`config.mk`:
```
export PLATFORM = sky130hd
export DESIGN_NAME = keypad_code_lock_stepper
export DESIGN_NICKNAME = d
export VERILOG_FILES = /design/src/sv/kcl_pkg.sv /design/src/sv/keypad_code_lock_stepper.sv /design/src/sv/kcl_code_match.sv
export SDC_FILE = /design/constraint.sdc
export NUM_CORES = 1
export LEC_CHECK = 0
export BUFFER_PORTS_ARGS = -buffer_cell sky130_fd_sc_hd__buf_2
export CAP_MARGIN = 20
export CORE_ASPECT_RATIO = 0.7
export CORE_UTILIZATION = 65
export DETAILED_ROUTE_END_ITERATION = 10
export PLACE_DENSITY = 0.93
export SYNTH_ARGS = -nofsm -noshare
export SYNTH_HDL_FRONTEND = slang
export SYNTH_SLANG_ARGS = --single-unit
```
`constraint.sdc`:
```
create_clock -name clk -period 12.5 [get_ports clk]
set_clock_uncertainty 0.15 [all_clocks]
set_input_delay 1.25 -clock clk [delete_from_list [all_inputs] [get_ports clk]]
set_output_delay 1.25 -clock clk [all_outputs]
set_load 0.1 [all_outputs]
```
`src/sv/kcl_pkg.sv`:
```
// ----------------------------------------------------------------------------
// kcl_pkg
// shared types, constants and helpers of the keypad code lock stepper
// ----------------------------------------------------------------------------
package kcl_pkg;

  localparam int CODE_DIGITS       = 6;
  localparam int TICK_COUNTER_BITS = 22;

  localparam int CODE_W  = 24;
  localparam int DEB_W   = 16;
  localparam int PHASE_W = 16;
  localparam int STEP_W  = 8;
  localparam int RPT_W   = 22;
  localparam int CHAR_W  = 7;

  // entry buffer index, wide enough for CODE_DIGITS-1
  localparam int CNT_W = (CODE_DIGITS > 1) ? $clog2(CODE_DIGITS) : 1;

  typedef logic [TICK_COUNTER_BITS-1:0] tick_t;
  typedef logic [3:0]                   digit_t;
  typedef digit_t [CODE_DIGITS-1:0]     digit_vec_t;

  localparam tick_t TICK_MAX = tick_t'((64'd1 << TICK_COUNTER_BITS) - 64'd1);

  // register indexes on the config port
  localparam logic [2:0] REG_UNLOCK   = 3'd0;
  localparam logic [2:0] REG_DEBUG    = 3'd1;
  localparam logic [2:0] REG_DEBOUNCE = 3'd2;
  localparam logic [2:0] REG_PHASE    = 3'd3;
  localparam logic [2:0] REG_STEPS    = 3'd4;
  localparam logic [2:0] REG_REPEAT   = 3'd5;

  // code compare result
  typedef struct packed {
    logic unlock;
    logic debug;
  } kcl_match_t;

  // saturate a wait to what the tick counter can hold
  function automatic tick_t clamp_wait(input logic [31:0] t);
    logic [31:0] lim;
    lim = 32'(TICK_MAX);
    if (t > lim) return TICK_MAX;
    return tick_t'(t);
  endfunction

  // 4x4 keypad character map
  function automatic logic [CHAR_W-1:0] key_ascii(input logic [3:0] idx);
    logic [CHAR_W-1:0] c;
    case (idx)
      4'd0:    c = 7'h31;
      4'd1:    c = 7'h32;
      4'd2:    c = 7'h33;
      4'd3:    c = 7'h41;
      4'd4:    c = 7'h34;
      4'd5:    c = 7'h35;
      4'd6:    c = 7'h36;
      4'd7:    c = 7'h42;
      4'd8:    c = 7'h37;
      4'd9:    c = 7'h38;
      4'd10:   c = 7'h39;
      4'd11:   c = 7'h43;
      4'd12:   c = 7'h2A;
      4'd13:   c = 7'h30;
      4'd14:   c = 7'h23;
      default: c = 7'h44;
    endcase
    return c;
  endfunction

  // two-phase-on coil update: set one coil of a pair, clear its partner
  function automatic logic [3:0] apply_phase(input logic [3:0] coil, input logic [1:0] ph);
    logic [3:0] c;
    case (ph)
      2'd0:    c = (coil | 4'b0001) & ~4'b0010;
      2'd1:    c = (coil | 4'b0100) & ~4'b1000;
      2'd2:    c = (coil | 4'b0010) & ~4'b0001;
      default: c = (coil | 4'b1000) & ~4'b0100;
    endcase
    return c;
  endfunction

endpackage

```
`src/sv/keypad_code_lock_stepper.sv`:
```
// ----------------------------------------------------------------------------
// keypad_code_lock_stepper
// 4x4 keypad scanner with code entry, debug toggle and stepper run
// ----------------------------------------------------------------------------
//  channel  direction  handshake            payload
//  in_      input      in_valid / in_ready   column_lines (one keypad tick)
//  out_     output     out_valid / out_ready row, coil, key and status fields
//  cfg      apb        psel/penable/pwrite   six code and timing registers
//
//  one transaction in, one transaction out, one per clock cycle unless a held result stalls
//  in_ready: the result register is the only stage: a tick is decoded in the cycle it
//  is accepted and its result is shown in the next
//  in_ready stays high while the result register is empty or being taken
//  rst_n is synchronous, active low; registers return to their defaults
// ----------------------------------------------------------------------------
module keypad_code_lock_stepper
  import kcl_pkg::*;
(
  input  logic                clk,
  input  logic                rst_n,

  // keypad tick in
  input  logic                in_valid,
  output logic                in_ready,
  input  logic [3:0]          in_column_lines,

  // result out
  output logic                out_valid,
  input  logic                out_ready,
  output logic [3:0]          out_row_drive,
  output logic [3:0]          out_coil_pattern,
  output logic                out_key_strobe,
  output logic [6:0]          out_key_char,
  output logic [2:0]          out_digits_held,
  output logic                out_motor_running,
  output logic                out_debug_on,
  output logic [7:0]          out_steps_done,
  output logic [3:0]          out_scan_position,

  // config port
  input  logic                psel,
  input  logic                penable,
  input  logic                pwrite,
  input  logic [4:0]          paddr,
  input  logic [31:0]         pwdata,
  output logic [31:0]         prdata,
  output logic                pready
);

  typedef enum logic [2:0] {
    ST_IDLE,
    ST_DEBOUNCE,
    ST_SCAN,
    ST_RUN,
    ST_REPEAT
  } state_t;

  // config registers
  logic [CODE_W-1:0]  unlock_code_r;
  logic [CODE_W-1:0]  debug_code_r;
  logic [DEB_W-1:0]   debounce_r;
  logic [PHASE_W-1:0] phase_r;
  logic [STEP_W-1:0]  step_count_r;
  logic [RPT_W-1:0]   repeat_r;

  // control state
  state_t             state_r, state_nxt;
  tick_t              tick_r, tick_nxt;
  logic [1:0]         col_r, col_nxt;
  logic [1:0]         row_r, row_nxt;
  logic [1:0]         rut_r, rut_nxt;
  logic [CNT_W-1:0]   count_r, count_nxt;
  logic               debug_r, debug_nxt;
  logic [3:0]         coil_r, coil_nxt;
  logic [1:0]         cphase_r, cphase_nxt;
  logic [STEP_W-1:0]  steps_r, steps_nxt;
  logic [CHAR_W-1:0]  char_r, char_nxt;

  // entry buffer, no reset: never read before written
  digit_t             digits_r [CODE_DIGITS];
  logic               dig_we;
  digit_t             key_idx;
  digit_vec_t         cmp_digits;
  kcl_match_t         match;

  // result register
  logic               out_valid_r;
  logic [3:0]         rows_r, rows_nxt;
  logic               strobe_r, strobe_nxt;

  logic               in_fire;
  logic               cfg_wr;
  logic [2:0]         reg_idx;

  tick_t              tick_inc;
  tick_t              deb_wait;
  tick_t              rpt_wait;
  tick_t              hold_wait;
  logic [STEP_W-1:0]  steps_inc;
  logic [1:0]         low_col;
  logic [1:0]         scan_row;

  assign in_ready = !out_valid_r || out_ready;
  assign in_fire  = in_valid && in_ready;

  // ---------------- config port ----------------
  assign pready  = 1'b1;
  assign reg_idx = paddr[4:2];
  assign cfg_wr  = psel && penable && pwrite && pready;

  always_ff @(posedge clk) begin
    if (!rst_n) begin
      unlock_code_r <= CODE_W'(6636048);
      debug_code_r  <= CODE_W'(74838);
      debounce_r    <= DEB_W'(1000);
      phase_r       <= PHASE_W'(8999);
      step_count_r  <= STEP_W'(22);
      repeat_r      <= RPT_W'(1900000);
    end else if (cfg_wr) begin
      unique case (reg_idx)
        REG_UNLOCK:   unlock_code_r <= pwdata[CODE_W-1:0];
        REG_DEBUG:    debug_code_r  <= pwdata[CODE_W-1:0];
        REG_DEBOUNCE: debounce_r    <= pwdata[DEB_W-1:0];
        REG_PHASE:    phase_r       <= pwdata[PHASE_W-1:0];
        REG_STEPS:    step_count_r  <= pwdata[STEP_W-1:0];
        REG_REPEAT:   repeat_r      <= pwdata[RPT_W-1:0];
        default: ;
      endcase
    end
  end

  always_comb begin
    unique case (reg_idx)
      REG_UNLOCK:   prdata = 32'(unlock_code_r);
      REG_DEBUG:    prdata = 32'(debug_code_r);
      REG_DEBOUNCE: prdata = 32'(debounce_r);
      REG_PHASE:    prdata = 32'(phase_r);
      REG_STEPS:    prdata = 32'(step_count_r);
      REG_REPEAT:   prdata = 32'(repeat_r);
      default:      prdata = 32'd0;
    endcase
  end

  // ---------------- waits and helpers ----------------
  assign deb_wait  = clamp_wait(32'(debounce_r));
  assign rpt_wait  = clamp_wait(32'(repeat_r));
  assign hold_wait = clamp_wait((phase_r == '0) ? 32'd1 : 32'(phase_r));
  assign tick_inc  = tick_r + tick_t'(1);
  assign steps_inc = steps_r + STEP_W'(1);

  // highest-numbered low column wins
  always_comb begin
    low_col = col_r;
    for (int i = 0; i < 4; i++) begin
      if (!in_column_lines[i]) low_col = 2'(i);
    end
  end

  // test the latched column against the row driven now; no hit keeps the old row
  assign scan_row = (!in_column_lines[col_r]) ? rut_r : row_r;

  // key index uses the row as updated on this scan tick
  assign key_idx = {scan_row, col_r};

  // compare vector: the last slot takes the key arriving now
  always_comb begin
    for (int i = 0; i < CODE_DIGITS; i++) begin
      cmp_digits[i] = digits_r[i];
    end
    cmp_digits[CODE_DIGITS-1] = key_idx;
  end

  kcl_code_match u_match (
    .digits      (cmp_digits),
    .unlock_code (unlock_code_r),
    .debug_code  (debug_code_r),
    .match       (match)
  );

  // ---------------- next-state logic for one tick ----------------
  always_comb begin
    state_nxt  = state_r;
    tick_nxt   = tick_r;
    col_nxt    = col_r;
    row_nxt    = row_r;
    rut_nxt    = rut_r;
    count_nxt  = count_r;
    debug_nxt  = debug_r;
    coil_nxt   = coil_r;
    cphase_nxt = cphase_r;
    steps_nxt  = steps_r;
    char_nxt   = char_r;
    rows_nxt   = 4'hF;
    strobe_nxt = 1'b0;
    dig_we     = 1'b0;

    unique case (state_r)
      ST_IDLE: begin
        rows_nxt = 4'h0;
        if (in_column_lines != 4'hF) begin
          col_nxt   = low_col;
          tick_nxt  = '0;
          rut_nxt   = 2'd0;
          state_nxt = (deb_wait == '0) ? ST_SCAN : ST_DEBOUNCE;
        end
      end

      ST_DEBOUNCE: begin
        rows_nxt = 4'h0;
        tick_nxt = tick_inc;
        if (tick_inc >= deb_wait) begin
          tick_nxt  = '0;
          rut_nxt   = 2'd0;
          state_nxt = ST_SCAN;
        end
      end

      ST_SCAN: begin
        rows_nxt = ~(4'b0001 << rut_r);
        row_nxt  = scan_row;
        if (rut_r == 2'd3) begin
          rut_nxt    = 2'd0;
          strobe_nxt = 1'b1;
          char_nxt   = key_ascii(key_idx);
          dig_we     = 1'b1;
          tick_nxt   = '0;
          state_nxt  = (rpt_wait == '0) ? ST_IDLE : ST_REPEAT;
          if (count_r == CNT_W'(CODE_DIGITS - 1)) begin
            // buffer full: compare and clear
            count_nxt = '0;
            if (!match.unlock && match.debug) debug_nxt = !debug_r;
            if (match.unlock) begin
              steps_nxt = '0;
              if (step_count_r != '0) begin
                state_nxt  = ST_RUN;
                cphase_nxt = 2'd0;
                coil_nxt   = apply_phase(coil_r, 2'd0);
              end
            end
          end else begin
            count_nxt = count_r + CNT_W'(1);
          end
        end else begin
          rut_nxt = rut_r + 2'd1;
        end
      end

      ST_RUN: begin
        tick_nxt = tick_inc;
        if (tick_inc >= hold_wait) begin
          tick_nxt = '0;
          if (cphase_r == 2'd3) begin
            steps_nxt  = steps_inc;
            cphase_nxt = 2'd0;
            if (steps_inc >= step_count_r) begin
              // run done, coils keep their pattern
              state_nxt = (rpt_wait == '0) ? ST_IDLE : ST_REPEAT;
            end else begin
              coil_nxt = apply_phase(coil_r, 2'd0);
            end
          end else begin
            cphase_nxt = cphase_r + 2'd1;
            coil_nxt   = apply_phase(coil_r, cphase_r + 2'd1);
          end
        end
      end

      ST_REPEAT: begin
        tick_nxt = tick_inc;
        if (tick_inc >= rpt_wait) begin
          tick_nxt  = '0;
          state_nxt = ST_IDLE;
        end
      end

      default: begin
        rows_nxt  = 4'h0;
        tick_nxt  = '0;
        state_nxt = ST_IDLE;
      end
    endcase
  end

  // ---------------- state and result register ----------------
  always_ff @(posedge clk) begin
    if (!rst_n) begin
      state_r     <= ST_IDLE;
      tick_r      <= '0;
      col_r       <= 2'd0;
      row_r       <= 2'd0;
      rut_r       <= 2'd0;
      count_r     <= '0;
      debug_r     <= 1'b0;
      coil_r      <= 4'h0;
      cphase_r    <= 2'd0;
      steps_r     <= '0;
      char_r      <= '0;
      rows_r      <= 4'h0;
      strobe_r    <= 1'b0;
      out_valid_r <= 1'b0;
    end else begin
      if (in_fire) begin
        state_r     <= state_nxt;
        tick_r      <= tick_nxt;
        col_r       <= col_nxt;
        row_r       <= row_nxt;
        rut_r       <= rut_nxt;
        count_r     <= count_nxt;
        debug_r     <= debug_nxt;
        coil_r      <= coil_nxt;
        cphase_r    <= cphase_nxt;
        steps_r     <= steps_nxt;
        char_r      <= char_nxt;
        rows_r      <= rows_nxt;
        strobe_r    <= strobe_nxt;
        out_valid_r <= 1'b1;
      end else if (out_ready) begin
        out_valid_r <= 1'b0;
      end
    end
  end

  // entry buffer write, no reset needed
  always_ff @(posedge clk) begin
    if (in_fire && dig_we) digits_r[count_r] <= key_idx;
  end

  // ---------------- result fields ----------------
  // status fields come straight from the state updated by the last tick
  assign out_valid         = out_valid_r;
  assign out_row_drive     = rows_r;
  assign out_coil_pattern  = coil_r;
  assign out_key_strobe    = strobe_r;
  assign out_key_char      = char_r;
  assign out_digits_held   = 3'(count_r);
  assign out_motor_running = (state_r == ST_RUN);
  assign out_debug_on      = debug_r;
  assign out_steps_done    = steps_r;
  assign out_scan_position = {row_r, col_r};

endmodule

```
`src/sv/kcl_code_match.sv`:
```
// ----------------------------------------------------------------------------
// kcl_code_match
// compares a full entry buffer against the unlock and debug codes
// ----------------------------------------------------------------------------
module kcl_code_match
  import kcl_pkg::*;
(
  input  digit_vec_t          digits,
  input  logic [CODE_W-1:0]   unlock_code,
  input  logic [CODE_W-1:0]   debug_code,
  output kcl_match_t          match
);

  logic [CODE_DIGITS-1:0] hit_unlock;
  logic [CODE_DIGITS-1:0] hit_debug;

  for (genvar i = 0; i < CODE_DIGITS; i++) begin : g_digit
    digit_t u_dig;
    digit_t d_dig;
    if (4 * i + 3 < CODE_W) begin : g_in
      assign u_dig = unlock_code[4*i +: 4];
      assign d_dig = debug_code[4*i +: 4];
    end else begin : g_out
      assign u_dig = 4'd0;
      assign d_dig = 4'd0;
    end
    // a digit matching unlock never counts toward debug
    assign hit_unlock[i] = (digits[i] == u_dig);
    assign hit_debug[i]  = (digits[i] != u_dig) && (digits[i] == d_dig);
  end

  assign match.unlock = &hit_unlock;
  assign match.debug  = &hit_debug;

endmodule
```
### Word-level counts from Yosys, hierarchy flattened

Memory sizes are Yosys's and may differ from the RTL's. A register that Yosys moved wholly into a read port is not among the register bits.
Cells that the tools add are included.

* bits in registers: 165
* word-level logic and storage cells: 196
* memories: 2
* memory bits (read-only): 112
* input bits: 48
* memory bits (writable): 24

Memories
* (no name shown): words 16, bits a word 7, read ports 1, clocked after memory_dff 1, wr ports 0, line kcl_pkg.sv:51 `case (idx)`
* digits_r: words 6, bits a word 4, read ports 5, clocked after memory_dff 0, wr ports 1, line keypad_code_lock_stepper.sv:80 `digit_t digits_r [CODE_DIGITS];`

* eq/ne operators: 46
* shift-type cells: 1
* bitwise gates (word level): 5
* reductions and logical operators: 46
* add/sub/neg operators: 5
* mux-type cells: 65
* order comparisons: 6

Operators with widths (count)
* $mux 22: 7
* $pmux 24 s6: 1
* $pmux 22 s5: 1
* $eq 4x4->1: 12
* $ge 22x22->1: 2
* $logic_not 22->1: 2
* $mux 2: 20
* $mux 8: 5
* $mux 3: 12
* $ne 4x4->1: 6
* $add 22x1->22 const B: 1
* $ge 22x16->1: 1
* $gt 16x22->1 const B: 1
* $reduce_and 7->1: 3
* $logic_not 16->1: 1
* $mux 16: 1
* $pmux 4 s2: 2
* $pmux 8 s2: 1
* $pmux 3 s5: 1
* $ne 2x2->1 const B: 7
* $reduce_and 2->1: 7
* $eq 3x2->1 const B: 4
* $eq 3x3->1 const B: 4
* $pmux 4 s3: 1
* other kinds (35): 71

### Longest topological paths before layout

Gate-level depths: netlist (run 1).

* depth after elaboration: 9
* gate-level depth with buffers: 17
* gate-level depth less buffers: 16

### Hierarchy

From an unflattened synthesis (run 1), not the netlist that was laid out.

* cells, all modules: 1372
* area, all modules: 11124.4 µm²

By module, submodules not included
* keypad_code_lock_stepper: times used 1, area each 10590.2 µm², cells each 1305
* kcl_code_match: times used 1, area each 534.3 µm², cells each 67

### Worst setup path before layout (run 1)

No wires, ideal clock.

* path type: input to output
* start point: input paddr[2]
* end point: output prdata[22]
* data required time: 11.100 ns
* arrival: 4.445 ns
* cell stages on the path: 5
* setup slack: 6.655 ns
* buffers on the path: 3
* cells stage by stage: clkbuf_1 -> buf_1 -> clkbuf_1 -> mux2i_1 -> nor3_1

* longest elaborated chain between the ends: 2
* elaborated cells on any way between the ends: 7
* classes of those cells: eq/ne: 5; mux: 1; reduce/logical: 1

RTL lines
* start, declared: line keypad_code_lock_stepper.sv:44 `input logic [4:0] paddr,`
* $eq 3x3->1 (tied with other cells): line keypad_code_lock_stepper.sv:133 `unique case (reg_idx)`
* $pmux 24 s6 *: line keypad_code_lock_stepper.sv:133
* end, declared: line keypad_code_lock_stepper.sv:46 `output logic [31:0] prdata,`

Mark *: on every way between the ends. The rest lies on a longest branch, timed or not.

### Worst setup path after layout (run 1)

* start point: register tick_r[0]
* end point: register tick_r[12]

* longest elaborated chain between the ends: 4
* elaborated cells on any way between the ends: 8
* classes of those cells: add/sub: 1; order compare: 3; mux: 4

RTL lines
* start, declared: line keypad_code_lock_stepper.sv:68 `tick_t tick_r, tick_nxt;`
* start signal, assigned: line keypad_code_lock_stepper.sv:304 `tick_r <= tick_nxt;`
* $add 22x1->22 *: line keypad_code_lock_stepper.sv:148 `assign tick_inc = tick_r + tick_t'(1);`
* $ge 22x22->1 (tied with other cells): line keypad_code_lock_stepper.sv:270 `if (tick_inc >= rpt_wait) begin`
* $mux 22 (on tied branches): line keypad_code_lock_stepper.sv:270, keypad_code_lock_stepper.sv:211, keypad_code_lock_stepper.sv:250
* $pmux 22 s5 *: line keypad_code_lock_stepper.sv:197 `unique case (state_r)`

Marks and branches as above.
A chain may end at the register's enable or synchronous reset.

==> results.ini, run 1 <==
[run_status]
outcome = finished, final reports clean

[global_route]
grt_pass1_wl_um = 54410
overflow = 0
grt_max_degree = 84
antenna_found_initial = 1
grt.total_usage_pct = 38.73
first_global_vias = 10400

[critical_path]
path_buf_inv = 0
cp_common_cell = o21ai_0
crit_fanout = 19
max_stage_delay_ps = 880
end_kind = register
path_cells = and4_4 > and4_2 > nand3_1 > nor2_1 > and3_1 > nand3_1 > xnor2_1 > ha_1 > a21oi_1 > o21ai_0 > a2111oi_0 > o2111ai_1 > nand2_1 > o2bb2ai_2 > o21ai_0 > o21ai_0
crit_family = compound AO/OA/AOI/OAI gates
required_ps = 12700
worstPathArrival_ps = 5620
crit_type = reg2reg
crit_slowest_cell = a2111oi_0
start_kind = register

[timing]
setup_viol = 0
rsz0062_at_grt = false
hold_violations = 0
fin_ws_ps = 7080
slew-limit-headroom_pct = 25.64
worst_pin_slew_ps = 1115
fin_crit_ps = 5420
timing.fmax_ghz = 0.1845
tns_ps = 0
post-route-period-util_pct = 43.36
slew_viol_final = 0

[flow_run]
cap_violations = 0

[cells_and_area]
antennaDiodeCount = 0
finish.utilization_pct = 74.04
final_cells = 1657
drive_above_1_share_pct = 12.99
fin_nets = 1546
area_growth_pct = 9.412

[route]
ant_nets = 0
vias_per_cell = 6.624
drt_pre_antenna_iters = 6
wl_per_cell_um = 21.00
post-route-drc-count = 0
finalWirelength_um = 34800
drt_iter0_drc = 1457
via_count = 10980

[floorplanning]
io_pins = 116
die_w_um = 159.3
design.core.area_um2 = 16640
initial_core_util_pct = 67.67
die_y_um = 112.1
design.die.area_um2 = 17860
placementRows = 39

[placement]
place_inst = 1625
gp_congestion = 0.9612
dpl.hpwl_um = 24510
dp_slack_ps = 7328
port_buffers = 96

[clock_network]
cts_resized = 0
clk_pin_slew_ps = 70
clock_latency_ps = 440
htreeDepth = 4
cts.path.max_buffers = 2
cts_sinks = 192
cts-root-buf = clkbuf_16
cts_hold_buf = 0
cts_made_buffers = 17
tritoncts = built
postCtsSetupRepairBufs = 0

[synthesis]
ys.flop_type = dfxtp_1
avgSynthCellArea_um2 = 8.225
synth_area_um2 = 11260
ys_types = 80
async_reset_ff_share_pct = 0
syn-instance-count = 1369
ys_seq_area_share_pct = 35.92
synth.ff_latch_count = 192
yosys_warnings = 0
synth_edf_count = 20

[power]
power_density_nw_per_um2 = 111.0
ir_worst_vdd_uv = 87.30
leakage_uw = 0.005432

[min_path]
min_path_type = reg2reg

[layer usage]
layer	up-vias	GRT usage, %	wire length (um)
li1	4880	-	-
met5	-	0	13
met4	2	19.55	1818
met1	5058	50.87	13350
met2	845	58.10	14600
met3	191	11.57	5021
[layout make-up]
class,count,area (um2)
multi-input combinational,1011,6495
fill,1195,4320
sequential,192,4044
timing repair buffer,110,583.1
clock buffer,21,460.4
inverter,87,326.6
tap,225,281.5
clock inverter,11,128.9
[Yosys cell counts, types with 9 or more instances]
cell type	count	share of area (%)
a21oi_1	109	4.8
nand4_1	17	0.94
or2_2	9	0.50
xor2_1	58	4.5
nand3_1	33	1.5
nor2_1	77	2.6
o21ai_0	51	2.3
o22ai_1	19	1.1
buf_4	13	0.87
nor3_1	22	0.98
edfxtp_1	20	5.3
a21o_1	9	0.60
a211oi_1	13	0.87
nand2_1	255	8.5
o211ai_1	32	2.1
a22o_1	11	0.86
clkbuf_1	59	2.0
dfxtp_1	172	31
xnor2_1	16	1.2
mux2i_1	37	3.3
inv_1	87	2.9
nor4_1	28	1.6
ha_1	79	8.8
a22oi_1	10	0.67
[cell families (layout without fill, tap and decap cells)]
| group | count (synthesis) | after routing | share of synthesized area (%) |
|---|---|---|---|
| xor+xnor | 74 | 74 | 5.756 |
| buf+inv | 173 | 229 | 6.745 |
| compound gates | 301 | 301 | 17.30 |
| simple gates | 500 | 500 | 20.45 |
| fa+ha+maj | 79 | 79 | 8.779 |
| mux | 48 | 48 | 4.989 |
| other cells | 2 | 9 | 0.06670 |
| flops | 192 | 192 | 35.92 |
[stage by stage]
| stage | hold slack [ps] | total power, uW | area (um2) |
|---|---|---|---|
| 2_1_floorplan | 294.3 | 781.4 | 11290 |
| 3_3_place_gp | 291.6 | 816.3 | 11720 |
| 3_5_place_dp | 311.0 | 820.9 | 11730 |
| 4_1_cts | 321.2 | 1358 | 12320 |
| 5_1_grt | 344.9 | 1399 | 12320 |
| 6_report | 321.0 | 1368 | 12320 |
[final timing paths]
check            startpoint              to  slack (ps)  depth (start not counted)
max reg2reg       tick_r[0]      tick_r[12]        7080                         16
min reg2reg  out_key_strobe  out_key_strobe         320                          2
max               tick_r[0]      tick_r[12]        7080                         16
min          out_key_strobe  out_key_strobe         320                          2
[state kept, by name, indices dropped and copies added, names as in the netlist, 3 cells and up]
signal and cells:
debounce_r 16, debug_code_r 24, digits_r 20, out_coil_pattern 4
out_digits_held 3, out_key_char 7, out_row_drive 4, out_steps_done 8
phase_r 16, repeat_r 22, state_r 3, step_count_r 8
tick_r 22, unlock_code_r 24
[cells in the final DEF, fill, tap and decap left out, types with 5 or more instances in the layout]
master       n
dfxtp_1    172
o211ai_1    32
xor2_1      58
nor2_1      76
a21o_1       9
and3_1       8
clkbuf_16   17
nor2b_1      6
inv_1       86
a22oi_1     10
o21a_1       6
a211oi_1    13
mux4_2       6
ha_1        79
nand3_1     33
nor4_1      28
o22ai_1     19
or2_2        9
o21ai_0     51
edfxtp_1    20
and2_1       5
a22o_1      11
conb_1       9
nor3_1      20
or3_1        7
nand2b_1     8
mux2i_1     37
mux2_2       5
buf_2       97
nand2_1    255
buf_4       13
xnor2_1     16
a21oi_1    109
nand4_1     17
[worst reg2reg max path, stage by stage, from the launching register on]
cell	delay, ps
dfxtp_1	510
and4_4	320
and4_2	250
nand3_1	190
nor2_1	270
and3_1	260
nand3_1	120
xnor2_1	410
ha_1	340
a21oi_1	140
o21ai_0	130
a2111oi_0	880
o2111ai_1	340
nand2_1	270
o2bb2ai_2	420
o21ai_0	210
o21ai_0	130
[report_power, final]
| part | internal (uW) | leakage (uW) | switching [uW] | total, uW |
|---|---|---|---|---|
| logic | 38.8 | 0.00356 | 135 | 174 |
| registers | 628 | 0.00158 | 11.7 | 640 |
| clock network | 308 | 0.000290 | 246 | 554 |
Note: power is estimated with default switching activity, not from simulation.
==> inputs of run 2 (changes only) <==
ABC_AREA = 1   (was default)
CORE_UTILIZATION = 60   (was 65)
PLACE_DENSITY = 0.87   (was 0.93)
clock period = 5.59 ns   (was 12.5 ns; I/O delays follow)
==> results.ini, run 2 <==
[run_status]
outcome = finished, final reports clean

[synthesis]
synth_edf_count = 20
synth_area_um2 = 11020
ys_types = 49
ys_top_cells_by_area = dfxtp_1 31%, ha_1 9.0%, nand2_1 8.5%
synth.ff_latch_count = 192
syn-instance-count = 1485
yosys_warnings = 0
avgSynthCellArea_um2 = 7.418
ys_seq_area_share_pct = 36.71
synthTopCellsByCount = 249 x nand2_1, 173 x inv_1, 172 x dfxtp_1
synth.largest_area_cell = dfxtp_1
async_reset_ff_share_pct = 0
synth_top_area_share_pct = 31.26
ys.flop_type = dfxtp_1
synth.most_common_cell = nand2_1

[critical_path]
crit_fanout = 22
worstPathArrival_ps = 4400
crit_type = reg2reg
required_ps = 5800
end_kind = register
start_kind = register

[clock_network]
postCtsSetupRepairBufs = 0
cts_hold_buf = 0
cts_resized = 0
cts_sinks = 192
htreeDepth = 4
clk_pin_slew_ps = 80
cts.path.max_buffers = 2
tritoncts = built
cts-root-buf = clkbuf_16
clock_latency_ps = 450
cts_made_buffers = 17

[route]
finalWirelength_um = 34000
drt_iter0_drc = 1671
post-route-drc-count = 0
drt_pre_antenna_iters = 7
vias_per_cell = 6.095
ant_nets = 0
wl_per_cell_um = 18.81
via_count = 11020

[floorplanning]
initial_core_util_pct = 61.18
io_pins = 116
die_w_um = 164.0
design.die.area_um2 = 18910
placementRows = 41
die_y_um = 115.4
design.core.area_um2 = 18010

[power]
power_density_nw_per_um2 = 306.5
leakage_uw = 0.005634
total_power_uw = 3740
ir_worst_vdd_uv = 295.3

[min_path]
min_path_type = in2reg

[cells_and_area]
reg_top3 = debug_code_r (24), unlock_code_r (24)
final_cell_mix = 249 x nand2_1, 172 x inv_1, 172 x dfxtp_1
fin_nets = 1685
final_cell_area_um2 = 12200
area_growth_pct = 10.75
drive_above_1_share_pct = 11.84
final_common_cell = nand2_1

[timing]
post-route-period-util_pct = 74.90
slew-limit-headroom_pct = 25.47
fin_crit_ps = 4187
setup_viol = 0
tns_ps = 0
worst_pin_slew_ps = 1117
timing.fmax_ghz = 0.2388
slew_viol_final = 0
hold_violations = 0
rsz0062_at_grt = false

[placement]
place_area_um2 = 11610
port_buffers = 96
dpl.hpwl_um = 24690
gp_congestion = 0.9614

[global_route]
grt_pass1_wl_um = 52110
overflow = 0
antenna_found_initial = 1
first_global_vias = 9928
grt.total_usage_pct = 36.41
grt_max_degree = 65

[flow_run]
cap_violations = 0

-- run 2: cell count changes in the layout (fill, tap and decap cells not counted), moves of 12 or more --
cell,delta
a21oi_1,+23
nor2_1,+69
inv_1,+86
nand3_1,+37
o211ai_1,-14
nor4_1,-12
nor2_2,+12
o21ai_0,+70
mux2i_1,-37
xor2_1,-23
-- run 2: worst max-delay path, stage by stage, from the launching register on --
cell and delay [ps]:
dfxtp_1 480, ha_1 240, nand2_1 130, nor2_4 170
nand2_2 110, nor2_2 150, xor2_1 620, ha_1 370
nand4_1 140, nor2_1 70, nor2_1 290, nand3_1 140
nor2_2 160, nand3_2 130, nand3_2 390, nand3_1 170
a21oi_1 200
-- run 2: where the power goes --
| part | total [uW] | switching (uW) | internal, uW |
|---|---|---|---|
| combinational | 993 | 771 | 221 |
| sequential | 1500 | 43.2 | 1450 |
| clock | 1250 | 583 | 666 |
| total | 3740 | 1400 | 2340 |
-- run 2: layout make-up --
| type | instances | area (um2) |
|---|---|---|
| clock inverters | 14 | 152.6 |
| inverters | 183 | 686.9 |
| repair buffers | 109 | 578.1 |
| fillers | 1470 | 5807 |
| well taps | 236 | 295.3 |
| multi-input cells | 1055 | 6011 |
| flip-flops and latches | 192 | 4044 |
| clock buffers | 18 | 429.2 |
| diodes | 1 | 2.502 |
-- run 2: path summary, 6_finish.rpt --
kind | start | endpoint | slack [ps] | cells past startpoint
max | tick_r[0] | tick_r[17] | 1400 | 16
min | pwdata[22] | unlock_code_r[22] | 220 | 3
max reg2reg | tick_r[0] | tick_r[17] | 1400 | 16
min reg2reg | out_key_char[3] | out_key_char[3] | 320 | 2
-- run 2: metal layers --
layer  share of wire, %  GRT usage, %
met3                 13         8.297
met1                 41         50.38
met4                3.1         13.09
met5              0.038             0
met2                 42         55.68
-- run 2: cell families after synthesis --
| logic type | count (synthesis) | synth area share (%) |
|---|---|---|
| buf+inv | 245 | 9.007 |
| xor+xnor | 60 | 4.839 |
| fa+ha+maj | 79 | 8.973 |
| compound gates | 342 | 17.69 |
| other cells | 2 | 0.06818 |
| simple gates | 565 | 22.72 |
| flops | 192 | 36.71 |
-- run 2: per-stage QoR --
step / setup slack, ps / hold slack [ps] / cells / util (%)
final: 1403 / 218.1 / 1808 / 67.75
after global routing: 1140 / 227.5 / 1807 / 67.74
after CTS: 1569 / 215.8 / 1807 / 67.74
after detailed placement: 1638 / 305.8 / 1775 / 64.51
after global placement: 1766 / 301.3 / 1775 / 64.51
after floorplan: 1720 / 301.4 / 1492 / -
